$ cat src/design/cmq_pkg.sv
`default_nettype none
// ----------------------------------------------------------------------------
// cmq_pkg
// shared types and codes of the coalescing message queue
// ----------------------------------------------------------------------------
package cmq_pkg;

  // operation codes on func_i
  localparam logic FUNC_PUSH = 1'b0;
  localparam logic FUNC_POP  = 1'b1;

  // push status codes
  localparam logic [1:0] STATUS_APPENDED = 2'd0;
  localparam logic [1:0] STATUS_REPLACED = 2'd1;
  localparam logic [1:0] STATUS_DROPPED  = 2'd2;

  // occupancy field width on the result port
  localparam int unsigned OCC_W = 5;

  // controller to datapath commands
  typedef struct packed {
    logic capture;  // latch the incoming transaction
    logic lookup;   // key compare and head read
    logic commit;   // update store, pointers and result
  } cmd_t;

endpackage : cmq_pkg
`default_nettype wire

$ cat src/design/coalescing_message_queue_core.sv
`default_nettype none
// ----------------------------------------------------------------------------
// coalescing_message_queue_core
// fifo of keyed messages where a push with a queued key replaces the payload
// in place and a new key is dropped when full; pops return the head or report empty
// ----------------------------------------------------------------------------
// flow: an accepted transaction passes the lookup state, then the commit
//   state; done_o is registered from the commit state
// accept: busy stays high through lookup and commit, so no new transaction
//   is taken until the result cycle, in which busy is low again
// reset: asynchronous active low, empties the queue; the entry store is not
//   cleared, results are a one-cycle strobe that the receiver cannot stall
// ----------------------------------------------------------------------------
module coalescing_message_queue_core #(
  parameter int unsigned QUEUE_DEPTH  = 16,
  parameter int unsigned KEY_BITS     = 8,
  parameter int unsigned PAYLOAD_BITS = 32
) (
  input  wire logic                      clk_i,
  input  wire logic                      rst_ni,
  // command side
  input  wire logic                      start,
  output logic                           busy,
  input  wire logic                      func_i,
  input  wire logic [KEY_BITS-1:0]       msg_key_i,
  input  wire logic [PAYLOAD_BITS-1:0]   msg_payload_i,
  // result side
  output logic                           done_o,
  output logic                           pop_valid_o,
  output logic      [KEY_BITS-1:0]       pop_key_o,
  output logic      [PAYLOAD_BITS-1:0]   pop_payload_o,
  output logic      [1:0]                push_status_o,
  output logic      [cmq_pkg::OCC_W-1:0] occupancy_o
);

  // command bus from the sequencer
  cmq_pkg::cmd_t cmd;

  // sequencer: a transaction is taken when start is high and busy is low,
  // then walks through a lookup state and a commit state
  cmq_ctrl u_ctrl (
    .clk_i  (clk_i),
    .rst_ni (rst_ni),
    .start  (start),
    .busy   (busy),
    .done_o (done_o),
    .cmd_o  (cmd)
  );

  // datapath: key lanes compare in parallel during lookup while the ram
  // reads the head entry; commit writes the ram, moves the pointers and
  // loads the result registers
  cmq_datapath #(
    .QUEUE_DEPTH  (QUEUE_DEPTH),
    .KEY_BITS     (KEY_BITS),
    .PAYLOAD_BITS (PAYLOAD_BITS)
  ) u_datapath (
    .clk_i         (clk_i),
    .rst_ni        (rst_ni),
    .cmd_i         (cmd),
    .func_i        (func_i),
    .msg_key_i     (msg_key_i),
    .msg_payload_i (msg_payload_i),
    .pop_valid_o   (pop_valid_o),
    .pop_key_o     (pop_key_o),
    .pop_payload_o (pop_payload_o),
    .push_status_o (push_status_o),
    .occupancy_o   (occupancy_o)
  );

`ifndef ASSERT_OFF
  a_no_accept_busy: assert property (@(posedge clk_i) disable iff (!rst_ni)
    (start && !busy) |=> busy)
    else $error("busy not raised after accepted transaction");
  a_done_frees: assert property (@(posedge clk_i) disable iff (!rst_ni)
    done_o |-> !busy)
    else $error("result strobe while still busy");
  a_pop_status: assert property (@(posedge clk_i) disable iff (!rst_ni)
    (done_o && pop_valid_o) |-> push_status_o == cmq_pkg::STATUS_APPENDED)
    else $error("pop result carries a push status");
`endif

endmodule : coalescing_message_queue_core
`default_nettype wire

$ cat src/design/cmq_ram.sv
`default_nettype none
// ----------------------------------------------------------------------------
// cmq_ram
// generic single write port, single read port ram with registered read
// ----------------------------------------------------------------------------
module cmq_ram #(
  parameter int unsigned WIDTH = 40,
  parameter int unsigned DEPTH = 16
) (
  input  wire logic                     clk_i,
  input  wire logic                     we_i,
  input  wire logic [$clog2(DEPTH)-1:0] waddr_i,
  input  wire logic [WIDTH-1:0]         wdata_i,
  input  wire logic                     re_i,
  input  wire logic [$clog2(DEPTH)-1:0] raddr_i,
  output logic      [WIDTH-1:0]         rdata_o
);

  logic [WIDTH-1:0] mem_q [DEPTH];

  always_ff @(posedge clk_i) begin
    if (we_i) begin
      mem_q[waddr_i] <= wdata_i;
    end
    if (re_i) begin
      rdata_o <= mem_q[raddr_i];
    end
  end

endmodule : cmq_ram
`default_nettype wire

$ cat src/design/cmq_ctrl.sv
`default_nettype none
// ----------------------------------------------------------------------------
// cmq_ctrl
// sequencer: idle, lookup, commit
// ----------------------------------------------------------------------------
module cmq_ctrl (
  input  wire logic          clk_i,
  input  wire logic          rst_ni,
  input  wire logic          start,
  output logic               busy,
  output logic               done_o,
  output cmq_pkg::cmd_t      cmd_o
);

  typedef enum logic [1:0] {
    ST_IDLE,
    ST_LOOKUP,
    ST_COMMIT
  } state_e;

  state_e state_q;
  logic   busy_q;
  logic   done_q;
  logic   accept;

  assign accept = start && !busy_q;

  always_ff @(posedge clk_i or negedge rst_ni) begin
    if (!rst_ni) begin
      state_q <= ST_IDLE;
      busy_q  <= 1'b0;
      done_q  <= 1'b0;
    end else begin
      done_q <= 1'b0;
      case (state_q)
        ST_IDLE: begin
          if (accept) begin
            state_q <= ST_LOOKUP;
            busy_q  <= 1'b1;
          end
        end
        ST_LOOKUP: begin
          state_q <= ST_COMMIT;
        end
        ST_COMMIT: begin
          state_q <= ST_IDLE;
          busy_q  <= 1'b0;
          done_q  <= 1'b1;
        end
        default: begin
          state_q <= ST_IDLE;
          busy_q  <= 1'b0;
        end
      endcase
    end
  end

  assign busy          = busy_q;
  assign done_o        = done_q;
  assign cmd_o.capture = accept;
  assign cmd_o.lookup  = (state_q == ST_LOOKUP);
  assign cmd_o.commit  = (state_q == ST_COMMIT);

`ifndef ASSERT_OFF
  a_busy_idle: assert property (@(posedge clk_i) disable iff (!rst_ni)
    busy_q == (state_q != ST_IDLE))
    else $error("busy out of step with state");
  a_done_after_commit: assert property (@(posedge clk_i) disable iff (!rst_ni)
    done_q |-> $past(state_q) == ST_COMMIT)
    else $error("result strobe without commit");
  a_lookup_then_commit: assert property (@(posedge clk_i) disable iff (!rst_ni)
    state_q == ST_LOOKUP |=> state_q == ST_COMMIT)
    else $error("lookup not followed by commit");
`endif

endmodule : cmq_ctrl
`default_nettype wire

$ cat src/design/cmq_datapath.sv
`default_nettype none
// ----------------------------------------------------------------------------
// cmq_datapath
// key lanes, entry ram, head and count pointers, result registers
// ----------------------------------------------------------------------------
module cmq_datapath #(
  parameter int unsigned QUEUE_DEPTH  = 16,
  parameter int unsigned KEY_BITS     = 8,
  parameter int unsigned PAYLOAD_BITS = 32
) (
  input  wire logic                        clk_i,
  input  wire logic                        rst_ni,
  input  wire cmq_pkg::cmd_t               cmd_i,
  input  wire logic                        func_i,
  input  wire logic [KEY_BITS-1:0]         msg_key_i,
  input  wire logic [PAYLOAD_BITS-1:0]     msg_payload_i,
  output logic                             pop_valid_o,
  output logic      [KEY_BITS-1:0]         pop_key_o,
  output logic      [PAYLOAD_BITS-1:0]     pop_payload_o,
  output logic      [1:0]                  push_status_o,
  output logic      [cmq_pkg::OCC_W-1:0]   occupancy_o
);

  localparam int unsigned IDX_W = $clog2(QUEUE_DEPTH);
  localparam int unsigned CNT_W = $clog2(QUEUE_DEPTH + 1);
  localparam int unsigned ENT_W = KEY_BITS + PAYLOAD_BITS;

  // captured transaction
  logic                    func_q;
  logic [KEY_BITS-1:0]     in_key_q;
  logic [PAYLOAD_BITS-1:0] in_payload_q;

  // queue state
  logic [IDX_W-1:0]        head_q, head_d;
  logic [CNT_W-1:0]        count_q, count_d;
  logic [QUEUE_DEPTH-1:0]  valid_q, valid_d;
  logic [KEY_BITS-1:0]     slot_key_q [QUEUE_DEPTH];
  logic [QUEUE_DEPTH-1:0]  match_q, match_d;

  // entry ram
  logic             ram_we;
  logic [IDX_W-1:0] ram_waddr;
  logic [ENT_W-1:0] ram_rdata;

  // commit decode
  logic             hit;
  logic [IDX_W-1:0] hit_idx;
  logic             full;
  logic [CNT_W:0]   tail_sum;
  logic [IDX_W-1:0] tail_idx;
  logic             do_append;
  logic             do_pop;

  // key compare, one lane per slot
  always_comb begin
    for (int i = 0; i < QUEUE_DEPTH; i++) begin
      match_d[i] = valid_q[i] && (slot_key_q[i] == in_key_q);
    end
  end

  // at most one lane matches since keys are unique in the queue
  always_comb begin
    hit_idx = '0;
    for (int i = 0; i < QUEUE_DEPTH; i++) begin
      if (match_q[i]) begin
        hit_idx = hit_idx | IDX_W'(i);
      end
    end
  end

  assign hit  = |match_q;
  assign full = (count_q == CNT_W'(QUEUE_DEPTH));

  // tail slot = (head + count) mod depth
  always_comb begin
    tail_sum = (CNT_W + 1)'(head_q) + (CNT_W + 1)'(count_q);
    if (tail_sum >= (CNT_W + 1)'(QUEUE_DEPTH)) begin
      tail_sum = tail_sum - (CNT_W + 1)'(QUEUE_DEPTH);
    end
    tail_idx = tail_sum[IDX_W-1:0];
  end

  assign do_append = cmd_i.commit && (func_q == cmq_pkg::FUNC_PUSH) && !hit && !full;
  assign do_pop    = cmd_i.commit && (func_q == cmq_pkg::FUNC_POP) && (count_q != '0);
  assign ram_we    = cmd_i.commit && (func_q == cmq_pkg::FUNC_PUSH) && (hit || !full);
  assign ram_waddr = hit ? hit_idx : tail_idx;

  always_comb begin
    head_d  = head_q;
    count_d = count_q;
    valid_d = valid_q;
    if (do_append) begin
      count_d           = count_q + CNT_W'(1);
      valid_d[tail_idx] = 1'b1;
    end
    if (do_pop) begin
      count_d         = count_q - CNT_W'(1);
      valid_d[head_q] = 1'b0;
      head_d = (head_q == IDX_W'(QUEUE_DEPTH - 1)) ? '0 : head_q + IDX_W'(1);
    end
  end

  always_ff @(posedge clk_i or negedge rst_ni) begin
    if (!rst_ni) begin
      head_q  <= '0;
      count_q <= '0;
      valid_q <= '0;
    end else begin
      head_q  <= head_d;
      count_q <= count_d;
      valid_q <= valid_d;
    end
  end

  always_ff @(posedge clk_i) begin
    if (cmd_i.capture) begin
      func_q       <= func_i;
      in_key_q     <= msg_key_i;
      in_payload_q <= msg_payload_i;
    end
    if (cmd_i.lookup) begin
      match_q <= match_d;
    end
    if (do_append) begin
      slot_key_q[tail_idx] <= in_key_q;
    end
    if (cmd_i.commit) begin
      occupancy_o <= cmq_pkg::OCC_W'(count_d);
      if (func_q == cmq_pkg::FUNC_PUSH) begin
        pop_valid_o   <= 1'b0;
        pop_key_o     <= '0;
        pop_payload_o <= '0;
        if (hit) begin
          push_status_o <= cmq_pkg::STATUS_REPLACED;
        end else if (full) begin
          push_status_o <= cmq_pkg::STATUS_DROPPED;
        end else begin
          push_status_o <= cmq_pkg::STATUS_APPENDED;
        end
      end else begin
        push_status_o <= cmq_pkg::STATUS_APPENDED;
        pop_valid_o   <= do_pop;
        pop_key_o     <= do_pop ? ram_rdata[ENT_W-1:PAYLOAD_BITS] : '0;
        pop_payload_o <= do_pop ? ram_rdata[PAYLOAD_BITS-1:0] : '0;
      end
    end
  end

  // entry store, key kept with payload for pop readout
  cmq_ram #(
    .WIDTH (ENT_W),
    .DEPTH (QUEUE_DEPTH)
  ) u_entry_ram (
    .clk_i   (clk_i),
    .we_i    (ram_we),
    .waddr_i (ram_waddr),
    .wdata_i ({in_key_q, in_payload_q}),
    .re_i    (cmd_i.lookup),
    .raddr_i (head_q),
    .rdata_o (ram_rdata)
  );

`ifndef ASSERT_OFF
  a_count_bound: assert property (@(posedge clk_i) disable iff (!rst_ni)
    count_q <= CNT_W'(QUEUE_DEPTH))
    else $error("entry count above depth");
  a_valid_count: assert property (@(posedge clk_i) disable iff (!rst_ni)
    $countones(valid_q) == int'(count_q))
    else $error("valid bits disagree with entry count");
  a_single_match: assert property (@(posedge clk_i) disable iff (!rst_ni)
    cmd_i.commit |-> $onehot0(match_q))
    else $error("key present in more than one slot");
  a_head_valid: assert property (@(posedge clk_i) disable iff (!rst_ni)
    count_q != '0 |-> valid_q[head_q])
    else $error("head slot not valid in a non-empty queue");
`endif

endmodule : cmq_datapath
`default_nettype wire
$ cat config.mk
export PLATFORM = sky130hd
export DESIGN_NAME = coalescing_message_queue_core
export DESIGN_NICKNAME = d
export VERILOG_FILES = /design/src/design/cmq_pkg.sv /design/src/design/coalescing_message_queue_core.sv /design/src/design/cmq_ram.sv /design/src/design/cmq_ctrl.sv /design/src/design/cmq_datapath.sv
export SDC_FILE = /design/constraint.sdc
export NUM_CORES = 1
export LEC_CHECK = 0
export BUFFER_PORTS_ARGS = -buffer_cell sky130_fd_sc_hd__buf_2
export CORE_ASPECT_RATIO = 1.4
export CORE_MARGIN = 2
export CORE_UTILIZATION = 44
export DETAILED_ROUTE_END_ITERATION = 8
export SLEW_MARGIN = 20
export SYNTH_ARGS = -nofsm -noshare
export SYNTH_HDL_FRONTEND = slang
export SYNTH_HIERARCHICAL = 1
export SYNTH_SLANG_ARGS = --single-unit
$ cat constraint.sdc
create_clock -name clk_i -period 6.3 [get_ports clk_i]
set_clock_uncertainty 0.2 [all_clocks]
set_input_delay 1.26 -clock clk_i [delete_from_list [all_inputs] [get_ports clk_i]]
set_output_delay 1.26 -clock clk_i [all_outputs]
set_load 0.02 [all_outputs]
======== Word-level counts from Yosys, hierarchy flattened ========
Memory sizes are Yosys's and may differ from the RTL's. A register that Yosys moved wholly into a read port is not among the register bits.
Index checks and enable logic that the tools add are counted.
operators by class
  bitwise logic cells ..................... 5
  magnitude comparators ................... 5
  shifts and indexed selects .............. 0
  reductions and logical operators ........ 35
  mux-type cells .......................... 37
  add/subtract/negate cells ............... 5
  div/mod/pow operators ................... 0
  equality and inequality tests ........... 21
  multiply operators ...................... 0
operator list
  operator                                                                       number
  8-bit == test                                                                  16
  4-bit two-way mux                                                              11
  16-bit two-way mux                                                             2
  1-bit logical AND                                                              25
  17-bit OR reduction                                                            1
  16-bit bitwise AND                                                             1
  16-bit inverter                                                                1
  16-bit OR                                                                      1
  16-bit OR reduction                                                            1
  3-bit two-way mux                                                              4
  4-bit by 5-bit less-than comparator with 1-bit output (second input constant)  2
  1-bit two-way mux                                                              10
  5-bit two-way mux                                                              2
  1-bit demux with 4-bit select                                                  2
  4-bit by 1-bit >= comparator with 1-bit output (second input constant)         2
  2-bit two-way mux                                                              4
  4-bit by 5-bit adder with 6-bit output                                         1
  6-bit by 5-bit >= comparator with 1-bit output (second input constant)         1
  5-bit by 1-bit adder with 5-bit output (second input constant)                 1
  5-bit == test (second input constant)                                          1
  5-bit nonzero test                                                             1
  5-bit by 1-bit subtractor with 5-bit output (second input constant)            1
  4-bit by 1-bit adder with 4-bit output (second input constant)                 1
  4-bit == test (second input constant)                                          1
  other kinds (11)                                                               15
storage, ports and cells
  bits in read-only memories .............. 0
  RAM bits ................................ 768
  output and inout port bits .............. 50
  bits in latches ......................... 0
  word-level logic and storage cells ...... 126
  memories kept ........................... 2
  input bits .............................. 44
  bits in registers ....................... 134
memory list
  memory                        words  width  rd ports  clocked after Yosys merged registers in  wr ports  RTL line            source
  u_datapath.u_entry_ram.mem_q  16     40     1         1                                        1         cmq_ram.sv:19       logic [WIDTH-1:0] mem_q [DEPTH];
  u_datapath.slot_key_q         16     8      16        0                                        1         cmq_datapath.sv:37  logic [KEY_BITS-1:0] slot_key_q [QUEUE_DEPTH];

======== Depth between registers and ports, before layout ========
Gate-level depths: netlist (run 1).
  depth after elaboration ................. 16
  mapped depth ............................ 8

======== Cells and area by module ========
Netlist (run 1), hierarchy kept.
by module, submodules not included
  module        cells an instance  instances  seq. area each (um2)  area an instance (um2)
  cmq_ram       1040               1          20419.6               25532.0
  cmq_datapath  628                1          7622.3                10411.2
  cmq_ctrl      13                 1          100.1                 168.9

======== Least setup slack after synthesis (run 1) ========
Ideal clock, no wire load.
  path kind ............................... register to register
  start ................................... reg u_ctrl.state_q[0]
  end ..................................... mem u_datapath.u_entry_ram.mem_q[0][0] (enable)
  required time ........................... 5.613 ns
  stages on the path, launching flop included .. 6
  data arrival time ....................... 5.294 ns
  library setup time ...................... 0.487 ns
  slack ................................... 0.319 ns
  path through ............................ dfrtp_1 and2b_1 nand2b_1 a21oi_1 or3b_2 nor3_1
RTL lines
  element                   RTL line        source
  start: declaration        cmq_ctrl.sv:21  state_e state_q;
  start signal: assignment  cmq_ctrl.sv:30  state_q <= ST_IDLE;
  start signal: assignment  cmq_ctrl.sv:38  state_q <= ST_LOOKUP;
  start signal: assignment  cmq_ctrl.sv:43  state_q <= ST_COMMIT;
  end: declaration          cmq_ram.sv:19

======== Worst setup path in the final report (run 1) ========
  start ................................... reg u_datapath.head_q[0]
  end ..................................... mem u_datapath.u_entry_ram.mem_q[2][25] (enable)
between the ends
  word-level cells in the longest chain between the ends .. 4
  elaborated cells on any way between the ends .. 5
  classes of those cells .................. add/sub: 2; order compare: 1; mux: 2
RTL lines
  element                                                                                                        RTL line                                source
  start: declaration                                                                                             cmq_datapath.sv:34                      logic [IDX_W-1:0] head_q, head_d;
  start signal: assignment                                                                                       cmq_datapath.sv:105                     head_q <= '0;
  start signal: assignment                                                                                       cmq_datapath.sv:109                     head_q <= head_d;
  4-bit by 5-bit adder with 6-bit output (*)                                                                     cmq_datapath.sv:76                      tail_sum = (CNT_W + 1)'(head_q) + (CNT_W + 1)'(count_q);
  6-bit by 5-bit >= comparator with 1-bit output or 4-bit by 1-bit subtractor with 4-bit output (tied branches)  cmq_datapath.sv:77, cmq_datapath.sv:78
  4-bit two-way mux (*)                                                                                          cmq_datapath.sv:77                      if (tail_sum >= (CNT_W + 1)'(QUEUE_DEPTH)) begin
  4-bit two-way mux (*)                                                                                          cmq_datapath.sv:86                      assign ram_waddr = hit ? hit_idx : tail_idx;
  named net u_datapath.ram_waddr[3]                                                                              cmq_datapath.sv:42                      logic [IDX_W-1:0] ram_waddr;
The timed path passes the listed nets; every way through them passes the cells marked *.

==> results.sh, run 1 <==
export IMPL_core_area_um2=81500
export IMPL_avgSynthCellArea_um2=21.5
export IMPL_maxSlewViolCount=0
export IMPL_num_rows=124
export IMPL_io_pins=94
export IMPL_yosysTopAreaCell="edfxtp_1"
export IMPL_multi_input_area_um2=7560
export IMPL_dieArea_um2=84400
export IMPL_synth_fp_nets=1736
export IMPL_yosys_warnings=6
export IMPL_fin_crit_sh_pct=74.3
export IMPL_clock_sinks=942
export IMPL_final_min_clock_period_ns=4.68
export IMPL_ys_seq_area_share_pct=77.9
export IMPL_max_clock_freq_ghz=0.214
export IMPL_power_leakage_nw=13.1
export IMPL_syn_inst=1681
export IMPL_ff_latch_area_um2=28100
export IMPL_synth_seq_cells=942
export IMPL_grt_usage_pct=18.9
export IMPL_area_growth_pct=13.0
export IMPL_root_buffer="clkbuf_16"
export IMPL_placed_area_um2=37900
export IMPL_die_x_um=246
export IMPL_slew_limit_headroom_pct=21.6
export IMPL_grt_ovfl_total=0
export IMPL_async_flop_share_pct=3.08
export IMPL_clockBufferDepth=3
export IMPL_setup_violations_final=0
export IMPL_yosys_area_top_type_share_pct=75.9
export IMPL_vdd_drop_max_v=0.000323
export IMPL_rsz0062_at_grt="no"
export IMPL_drv_cap=0
export IMPL_place_hpwl_um=46300
export IMPL_wirelength_um=78800
export IMPL_fin_nets=1887
export IMPL_synth_cell_types=57
export IMPL_synth_edf_count=913
export IMPL_synthTopCellsByArea="edfxtp_1 76%, mux4_2 6.2%, mux4_1 4.4%"
export IMPL_p_per_area_nw_per_um2=362
export IMPL_cp_max_fo=27
export IMPL_grt_pass1_vias=17500
export IMPL_n_fill_cell=6483
export IMPL_final_common_cell="edfxtp_1"
export IMPL_ant_nets=0
export IMPL_critical_path_arrival_ns=4.81
export IMPL_start_util_pct=44.3
export IMPL_ys_flop_type="edfxtp_1"
export IMPL_cts_resized=0
export IMPL_antenna_found_initial=3
export IMPL_routabilityCongestion=0.857
export IMPL_most_common_layout_cells="913 x edfxtp_1, 100 x mux4_2, 93 x buf_2, 91 x clkbuf_16, 81 x a22oi_1"
export IMPL_avgViaCountPerCell=5.57
export IMPL_worst_pin_slew_ns=1.17
export IMPL_syn_area_um2=36100
export IMPL_place_ws_ns=1.64
export IMPL_drc=0
export IMPL_grt_pass1_wl_um=116000
export IMPL_drt_first_iter_violations=1232
export IMPL_grt_max_degree=59
export IMPL_crit_required_ns=6.43
export IMPL_hold_viol=0
export IMPL_io_buffers=93
export IMPL_power_mw=14.8
export IMPL_layout_setup_ws_ns=1.62
export IMPL_ctsHoldBuffers=0
export IMPL_status="finished clean"
export IMPL_worst_setup_path_end_kind="flop"
export IMPL_cts_buffers=89
export IMPL_finalInstanceArea_um2=40800
export IMPL_die_h_um=343
export IMPL_insertion_delay_ns=0.66
export IMPL_wl_per_cell_um=26.5
export IMPL_vias=16600
export IMPL_path_class="flop to flop"
export IMPL_cts_tree="built"
export IMPL_tns_ns=0
export IMPL_first_pass_iters=5
export IMPL_htreeDepth=3
export IMPL_hp_class="flop to flop"
export IMPL_cp_start_kind="flop"
export IMPL_cts_setup_buffers=0
export IMPL_clkSlewWorstSetupHoldPaths_ns=0.07
export IMPL_drive_gt1_share_pct=22.2
[cell type report]
type / instances / share of cell area (%)
Timing Repair Buffer: 139 / 2.07
Antenna cell: 1 / 0.00613
Inverter: 8 / 0.0736
Multi-Input combinational cell: 652 / 18.5
Clock buffer: 112 / 5.92
Sequential cell: 942 / 69.0
Tap cell: 1071 / 3.28
Clock inverter: 54 / 1.19
[sequential cells by signal, indices dropped and copies added, names as in the netlist, 16 cells and up]
register	cells
u_datapath/u_entry_ram/mem_q	640
u_datapath/slot_key_q	128
u_datapath/u_entry_ram/rdata_o	40
u_datapath/in_payload_q	32
u_datapath/pop_payload_o	32
u_datapath/match_q	16
u_datapath/valid_q	16
[synthesized netlist by cell type (all sizes together), types with 14 or more instances]
library cell and number:
a22oi 81, nor4 30, a2bb2oi 15, nor3 18, and3 14, nor2 20, xnor2 66, nand2 54
buf 37, and2 44, edfxtp 913, xor2 71, nand4 14, dfrtp 29, mux4 160, clkbuf 42
[kinds of logic (layout without fill, tap and decap cells)]
logic type                 after synthesis  after routing  synth area share, %
and+or+nand+nor                        227            227                 3.72
other                                    0              1                    0
muxes                                  163            163                 10.7
xor gates and xnor gates               137            137                 3.32
DFF                                    942            942                 77.9
buffers and inverters                   87            313                 1.54
adders and majority gates               11             11                0.402
AOI/OAI and AO/OA                      114            114                 2.40
[final timing paths]
check / slack (ns) / depth (start not counted) / from / endpoint
max: 1.62 / 9 / u_datapath/head_q[0] / u_datapath/u_entry_ram/mem_q[2][25]
min in group asynchronous: 0.48 / 1 / rst_ni / u_datapath/valid_q[0]
min reg2reg: 0.30 / 1 / u_ctrl/state_q[0] / u_ctrl/state_q[0]
min: 0.30 / 1 / u_ctrl/state_q[0] / u_ctrl/state_q[0]
max reg2reg: 1.62 / 9 / u_datapath/head_q[0] / u_datapath/u_entry_ram/mem_q[2][25]
max in group asynchronous: 4.82 / 1 / rst_ni / u_datapath/head_q[1]
[metrics by stage]
stage,hold slack (ns),instances,util (%)
after floorplan,0.256,1681,-
after global placement,0.282,2810,46.5
after detailed placement,0.301,2811,46.5
after CTS,0.311,2977,50.1
after global routing,0.332,2978,50.1
final,0.303,2979,50.1
[metal layers]
metal | vias up | GRT usage, % | wire, um
met5 | - | 0 | 12
met4 | 2 | 6.76 | 2360
met3 | 122 | 2.81 | 3160
met2 | 410 | 34.1 | 42600
met1 | 8838 | 23.2 | 30700
li1 | 7216 | - | -
[where the power goes]
group	total, mW	internal (mW)	switching (mW)
registers	7.25	7.08	0.167
logic	2.24	0.995	1.24
clock network	5.29	3.02	2.28
[worst max-delay path, cell delays in order, from the launching register on]
cell,delay (ns)
dfrtp_4,0.69
ha_1,0.32
a21o_1,0.20
a21oi_2,0.27
xnor2_1,0.32
nand3b_1,0.19
nand3_1,0.18
or3b_2,0.64
nor2_4,0.91
buf_4,0.41
(Power assumes the default switching activity.)
==> run 2: changes to the inputs <==
Clock period 6.3 ns to 4.51 ns, I/O delays scaled along.
==> run 2 against run 1 <==
First-iteration DRC count down 3.4%. Count of clock-buffer cells in the layout is 2 lower. Via count is 0.11% higher. Final area increased by 0.59%. Largest cell class unchanged. Global-route usage decreased by 0.34 points.
==> results.sh, run 2 (same netlist as run 1, synthesis figures left out) <==
export IMPL_root_buffer="clkbuf_16"
export IMPL_antenna_cells=0
export IMPL_routabilityCongestion=0.807
export IMPL_vdd_drop_max_v=0.000476
export IMPL_clockBufferDepth=3
export IMPL_first_pass_iters=5
export IMPL_die_x_um=246
export IMPL_area_growth_pct=13.7
export IMPL_grt_ovfl_total=0
export IMPL_maxSlewViolCount=0
export IMPL_use_met2_pct=33.1
export IMPL_num_rows=124
export IMPL_grt_pass1_vias=17500
export IMPL_rsz0062_at_grt="no"
export IMPL_clock_sinks=942
export IMPL_clkSlewWorstSetupHoldPaths_ns=0.07
export IMPL_worst_setup_path_end_kind="flop"
export IMPL_endpoint="u_datapath/u_entry_ram/mem_q[10][11]"
export IMPL_grt_busiest_layer="met2"
export IMPL_cp_start_kind="flop"
export IMPL_place_hpwl_um=43700
export IMPL_fin_crit_sh_pct=88.3
export IMPL_critical_path_arrival_ns=4.09
export IMPL_drive_gt1_share_pct=22.6
export IMPL_antenna_found_initial=1
export IMPL_reg2reg_slack_ns=0.53
export IMPL_cts_tree="built"
export IMPL_core_area_um2=81500
export IMPL_slew_limit_headroom_pct=27.0
export IMPL_grt_pass1_wl_um=115000
export IMPL_status="finished clean"
export IMPL_final_common_cell="edfxtp_1"
export IMPL_place_ws_ns=0.383
export IMPL_top_regs="u_datapath/u_entry_ram/mem_q: 640 flops, u_datapath/slot_key_q: 128 flops, u_datapath/u_entry_ram/rdata_o: 40 flops"
export IMPL_io_buffers=93
export IMPL_worst_pin_slew_ns=1.09
export IMPL_regMostFlops="u_datapath/u_entry_ram/mem_q"
export IMPL_max_clock_freq_ghz=0.251
export IMPL_drv_cap=0
export IMPL_cts_setup_buffers=0
export IMPL_cts_resized=0
export IMPL_vias=16600
export IMPL_power_leakage_nw=13.2
export IMPL_p_per_area_nw_per_um2=496
export IMPL_ctsHoldBuffers=0
export IMPL_drt_first_iter_violations=1190
export IMPL_final_cells=2995
export IMPL_grtUsageMet1_pct=23.8
export IMPL_wl_per_cell_um=25.8
export IMPL_insertion_delay_ns=0.64
export IMPL_tns_ns=0
export IMPL_fin_nets=1906
export IMPL_avgViaCountPerCell=5.54
export IMPL_drc=0
export IMPL_hold_viol=0
export IMPL_r2r_end="u_datapath/u_entry_ram/mem_q[10][11]"
export IMPL_critPathLaunch="u_datapath/head_q[2]"
export IMPL_crit_required_ns=4.62
export IMPL_reg2reg_from="u_datapath/head_q[2]"
export IMPL_most_common_layout_cells="913 x edfxtp_1, 100 x mux4_2, 93 x buf_2, 88 x clkbuf_16, 81 x a22oi_1"
export IMPL_placed_area_um2=38300
export IMPL_wirelength_um=77400
export IMPL_final_min_clock_period_ns=3.98
export IMPL_io_pins=94
export IMPL_ant_nets=0
export IMPL_cts_buffers=87
export IMPL_htreeDepth=3
export IMPL_grt_use_met3_pct=2.81
export IMPL_reg2regPathDepth=8
export IMPL_setup_violations_final=0
export IMPL_dieArea_um2=84400
export IMPL_place_inst=2832
export IMPL_finalInstanceArea_um2=41100
export IMPL_cp_max_fo=25
export IMPL_grt_max_degree=165
export IMPL_largest_register_ffs=640
export IMPL_start_util_pct=44.3
export IMPL_path_class="flop to flop"
export IMPL_grt_usage_pct=18.6
export IMPL_die_h_um=343
export IMPL_layout_setup_ws_ns=0.526
export IMPL_whs_ns=0.117
export IMPL_hp_class="input port to asynchronous set/reset pin"
-- run 2: area by class of cell --
| cell class | instances | area (um2) |
|---|---|---|
| Clock buffer | 110 | 2290 |
| Clock inverter | 52 | 490 |
| Fill cell | 6454 | 40400 |
| Inverter | 8 | 30.0 |
| Multi-Input combinational cell | 652 | 7580 |
| Sequential cell | 942 | 28100 |
| Tap cell | 1071 | 1340 |
| Timing Repair Buffer | 160 | 1180 |
-- run 2: power breakdown --
group	internal (mW)	switching, mW	leakage (nW)
clock network	4.04	3.18	1.36
registers	9.89	0.184	8.62
logic	1.42	1.67	3.24
total	15.4	5.03	13.2
-- run 2: critical path, cell delays in order (launching register included) --
cell and delay [ns]:
dfrtp_1 0.63, ha_1 0.36, a21oi_2 0.29, xnor2_1 0.24, nand3b_1 0.23, nand3_1 0.17, nand3b_1 0.19, nor2_4 0.88
buf_4 0.44
-- run 2: layer usage --
metal  vias up  share of wire [%]
met5         -                  0
met4         0                1.9
met3        81                3.9
met2       379                 53
met1      8906                 41
li1       7241                  -
-- run 2: per-stage QoR --
step	total power [mW]	util, %
after floorplan	12.7	-
after global placement	13.4	47.0
after detailed placement	13.4	47.0
after CTS	20.7	50.4
after global routing	21.2	50.4
final	20.4	50.4
-- run 2: how the worst min path moves through the flow --
stage / startpoint / slack, ns / to / cells past startpoint
4_1_cts: rst_ni / 0.13 / u_datapath/valid_q[0] / 1
6_report: rst_ni / 0.12 / u_datapath/valid_q[0] / 1
3_3_place_gp: u_ctrl/state_q[0] / 0.28 / u_ctrl/state_q[0] / 1
3_5_place_dp: u_datapath/valid_q[15] / 0.29 / u_datapath/valid_q[15] / 1
5_1_grt: rst_ni / 0.15 / u_datapath/valid_q[0] / 1
2_1_floorplan: u_ctrl/state_q[0] / 0.26 / u_ctrl/state_q[0] / 1
==> run 3: changes to the inputs <==
Settings changed: CORE_MARGIN 2 to default, SKIP_LAST_GASP from default to 1.
==> run 3 against run 2 <==
Count of clock-buffer cells in the layout shrank 1. Power rose by 1.2%. Clock power up 3.2%. Critical path depth did not move. Die area shrank 1.4%. Sequential share of layout area hardly changed. Worst setup slack improved by 0.11 ns. Largest cell class unchanged.
==> results.sh, run 3 (same netlist as run 1, synthesis figures left out) <==
export IMPL_critPathLaunch="u_datapath/head_q[2]"
export IMPL_max_clock_freq_ghz=0.258
export IMPL_die_h_um=341
export IMPL_cp_start_kind="flop"
export IMPL_wirelength_um=75200
export IMPL_drt_first_iter_violations=1295
export IMPL_wl_per_cell_um=25.4
export IMPL_max_stage_delay_ns=0.65
export IMPL_worst_setup_path_end_kind="flop"
export IMPL_cp_max_fo=13
export IMPL_antenna_cells=0
export IMPL_crit_path_top_delay_cell="nor2_4"
export IMPL_avgViaCountPerCell=5.53
export IMPL_p_per_area_nw_per_um2=502
export IMPL_whs_ns=0.137
export IMPL_place_hpwl_um=41800
export IMPL_antenna_found_initial=1
export IMPL_grt_usage_pct=18.5
export IMPL_worst_path_buf_inv=1
export IMPL_slew_limit_headroom_pct=29.9
export IMPL_place_ws_ns=0.707
export IMPL_start_util_pct=44.7
export IMPL_grt_ovfl_total=0
export IMPL_fin_crit_sh_pct=85.8
export IMPL_clkSlewWorstSetupHoldPaths_ns=0.06
export IMPL_grt_pass1_wl_um=113000
export IMPL_insertion_delay_ns=0.65
export IMPL_drc=0
export IMPL_final_cells=2967
export IMPL_final_common_cell="edfxtp_1"
export IMPL_grt_max_degree=165
export IMPL_vdd_drop_max_v=0.000488
export IMPL_cts_setup_buffers=0
export IMPL_regMostFlops="u_datapath/u_entry_ram/mem_q"
export IMPL_io_pins=94
export IMPL_first_pass_iters=5
export IMPL_crit_chain="ha_1 -> a21oi_2 -> xnor2_1 -> nand3b_1 -> nand3_1 -> nand3b_1 -> nor2_4 -> buf_4"
export IMPL_htreeDepth=3
export IMPL_most_common_layout_cells="913 x edfxtp_1, 100 x mux4_2, 93 x buf_2, 90 x clkbuf_16, 81 x a22oi_1"
export IMPL_tns_ns=0
export IMPL_critical_path_arrival_ns=4.00
export IMPL_critical_path_top_delay_family="simple AND/OR/NAND/NOR gates"
export IMPL_hold_viol=0
export IMPL_core_area_um2=80800
export IMPL_grt_pass1_vias=17500
export IMPL_ant_nets=0
export IMPL_layout_setup_ws_ns=0.640
export IMPL_clockBufferDepth=3
export IMPL_top_regs="u_datapath/u_entry_ram/mem_q: 640 flops, u_datapath/slot_key_q: 128 flops, u_datapath/u_entry_ram/rdata_o: 40 flops"
export IMPL_clock_sinks=942
export IMPL_cts_resized=0
export IMPL_routabilityCongestion=0.799
export IMPL_largest_register_ffs=640
export IMPL_final_min_clock_period_ns=3.87
export IMPL_path_class="flop to flop"
export IMPL_status="finished clean"
export IMPL_cpMostUsedCell="nand3b_1"
export IMPL_drive_gt1_share_pct=22.2
export IMPL_root_buffer="clkbuf_16"
export IMPL_area_growth_pct=13.7
export IMPL_setup_violations_final=0
export IMPL_maxSlewViolCount=0
export IMPL_fin_nets=1887
export IMPL_ctsHoldBuffers=0
export IMPL_cts_tree="built"
export IMPL_io_buffers=93
export IMPL_drv_cap=0
export IMPL_dieArea_um2=83200
export IMPL_reg2reg_from="u_datapath/head_q[2]"
export IMPL_power_leakage_nw=13.2
export IMPL_cts_buffers=87
export IMPL_worst_pin_slew_ns=1.05
export IMPL_die_x_um=244
export IMPL_rsz0062_at_grt="no"
export IMPL_crit_required_ns=4.64
export IMPL_placed_area_um2=38200
export IMPL_hp_class="input port to asynchronous set/reset pin"
export IMPL_finalInstanceArea_um2=41100
export IMPL_num_rows=123
export IMPL_vias=16400
export IMPL_place_inst=2805
## run 3: metal layers
layer | global-route usage [%] | share of wire, %
met1 | 23.2 | 39
met2 | 32.5 | 53
met3 | 2.49 | 4.4
met4 | 6.99 | 3.1
met5 | 0 | 0
## run 3: where the power goes
part / leakage [nW] / internal, mW / switching [mW]
Sequential: 8.62 / 9.89 / 0.188
Combinational: 3.17 / 1.41 / 1.69
Clock: 1.42 / 4.28 / 3.18
Total: 13.2 / 15.6 / 5.05
## run 3: worst register-to-register path, cell delays in order, from the launching register on
cell	delay [ns]
dfrtp_1	0.63
ha_1	0.37
a21oi_2	0.32
xnor2_1	0.25
nand3b_1	0.21
nand3_1	0.20
nand3b_1	0.37
nor2_4	0.65
buf_4	0.35
## run 3: metrics by stage
step,utilization [%],total power [mW]
3_3_place_gp,47.2,13.4
3_5_place_dp,47.2,13.4
6_report,50.8,20.6
5_1_grt,50.8,21.4
4_1_cts,50.8,20.9
2_1_floorplan,-,12.7
## run 3: final timing paths
| check | slack, ns | cells after the start | to |
|---|---|---|---|
| worst max-delay path | 0.64 | 8 | u_datapath/u_entry_ram/mem_q[10][23] |
| max in group asynchronous | 3.36 | 1 | u_datapath/head_q[1] |
| min in group clk_i | 0.24 | 1 | u_datapath/in_payload_q[19] |
| worst min-delay path | 0.14 | 1 | u_datapath/valid_q[0] |
| worst min register to register | 0.31 | 1 | u_ctrl/state_q[0] |
| worst max register to register | 0.64 | 8 | u_datapath/u_entry_ram/mem_q[10][23] |
## run 3: area by class of cell
class                   count  area, um2
flip-flops and latches    942      28100
inverters                   8       30.0
clock buffers             109       2380
clock inverters            53        512
fillers                  6327      39700
well taps                1062       1330
repair buffers            141       1080
multi-input cells         652       7580
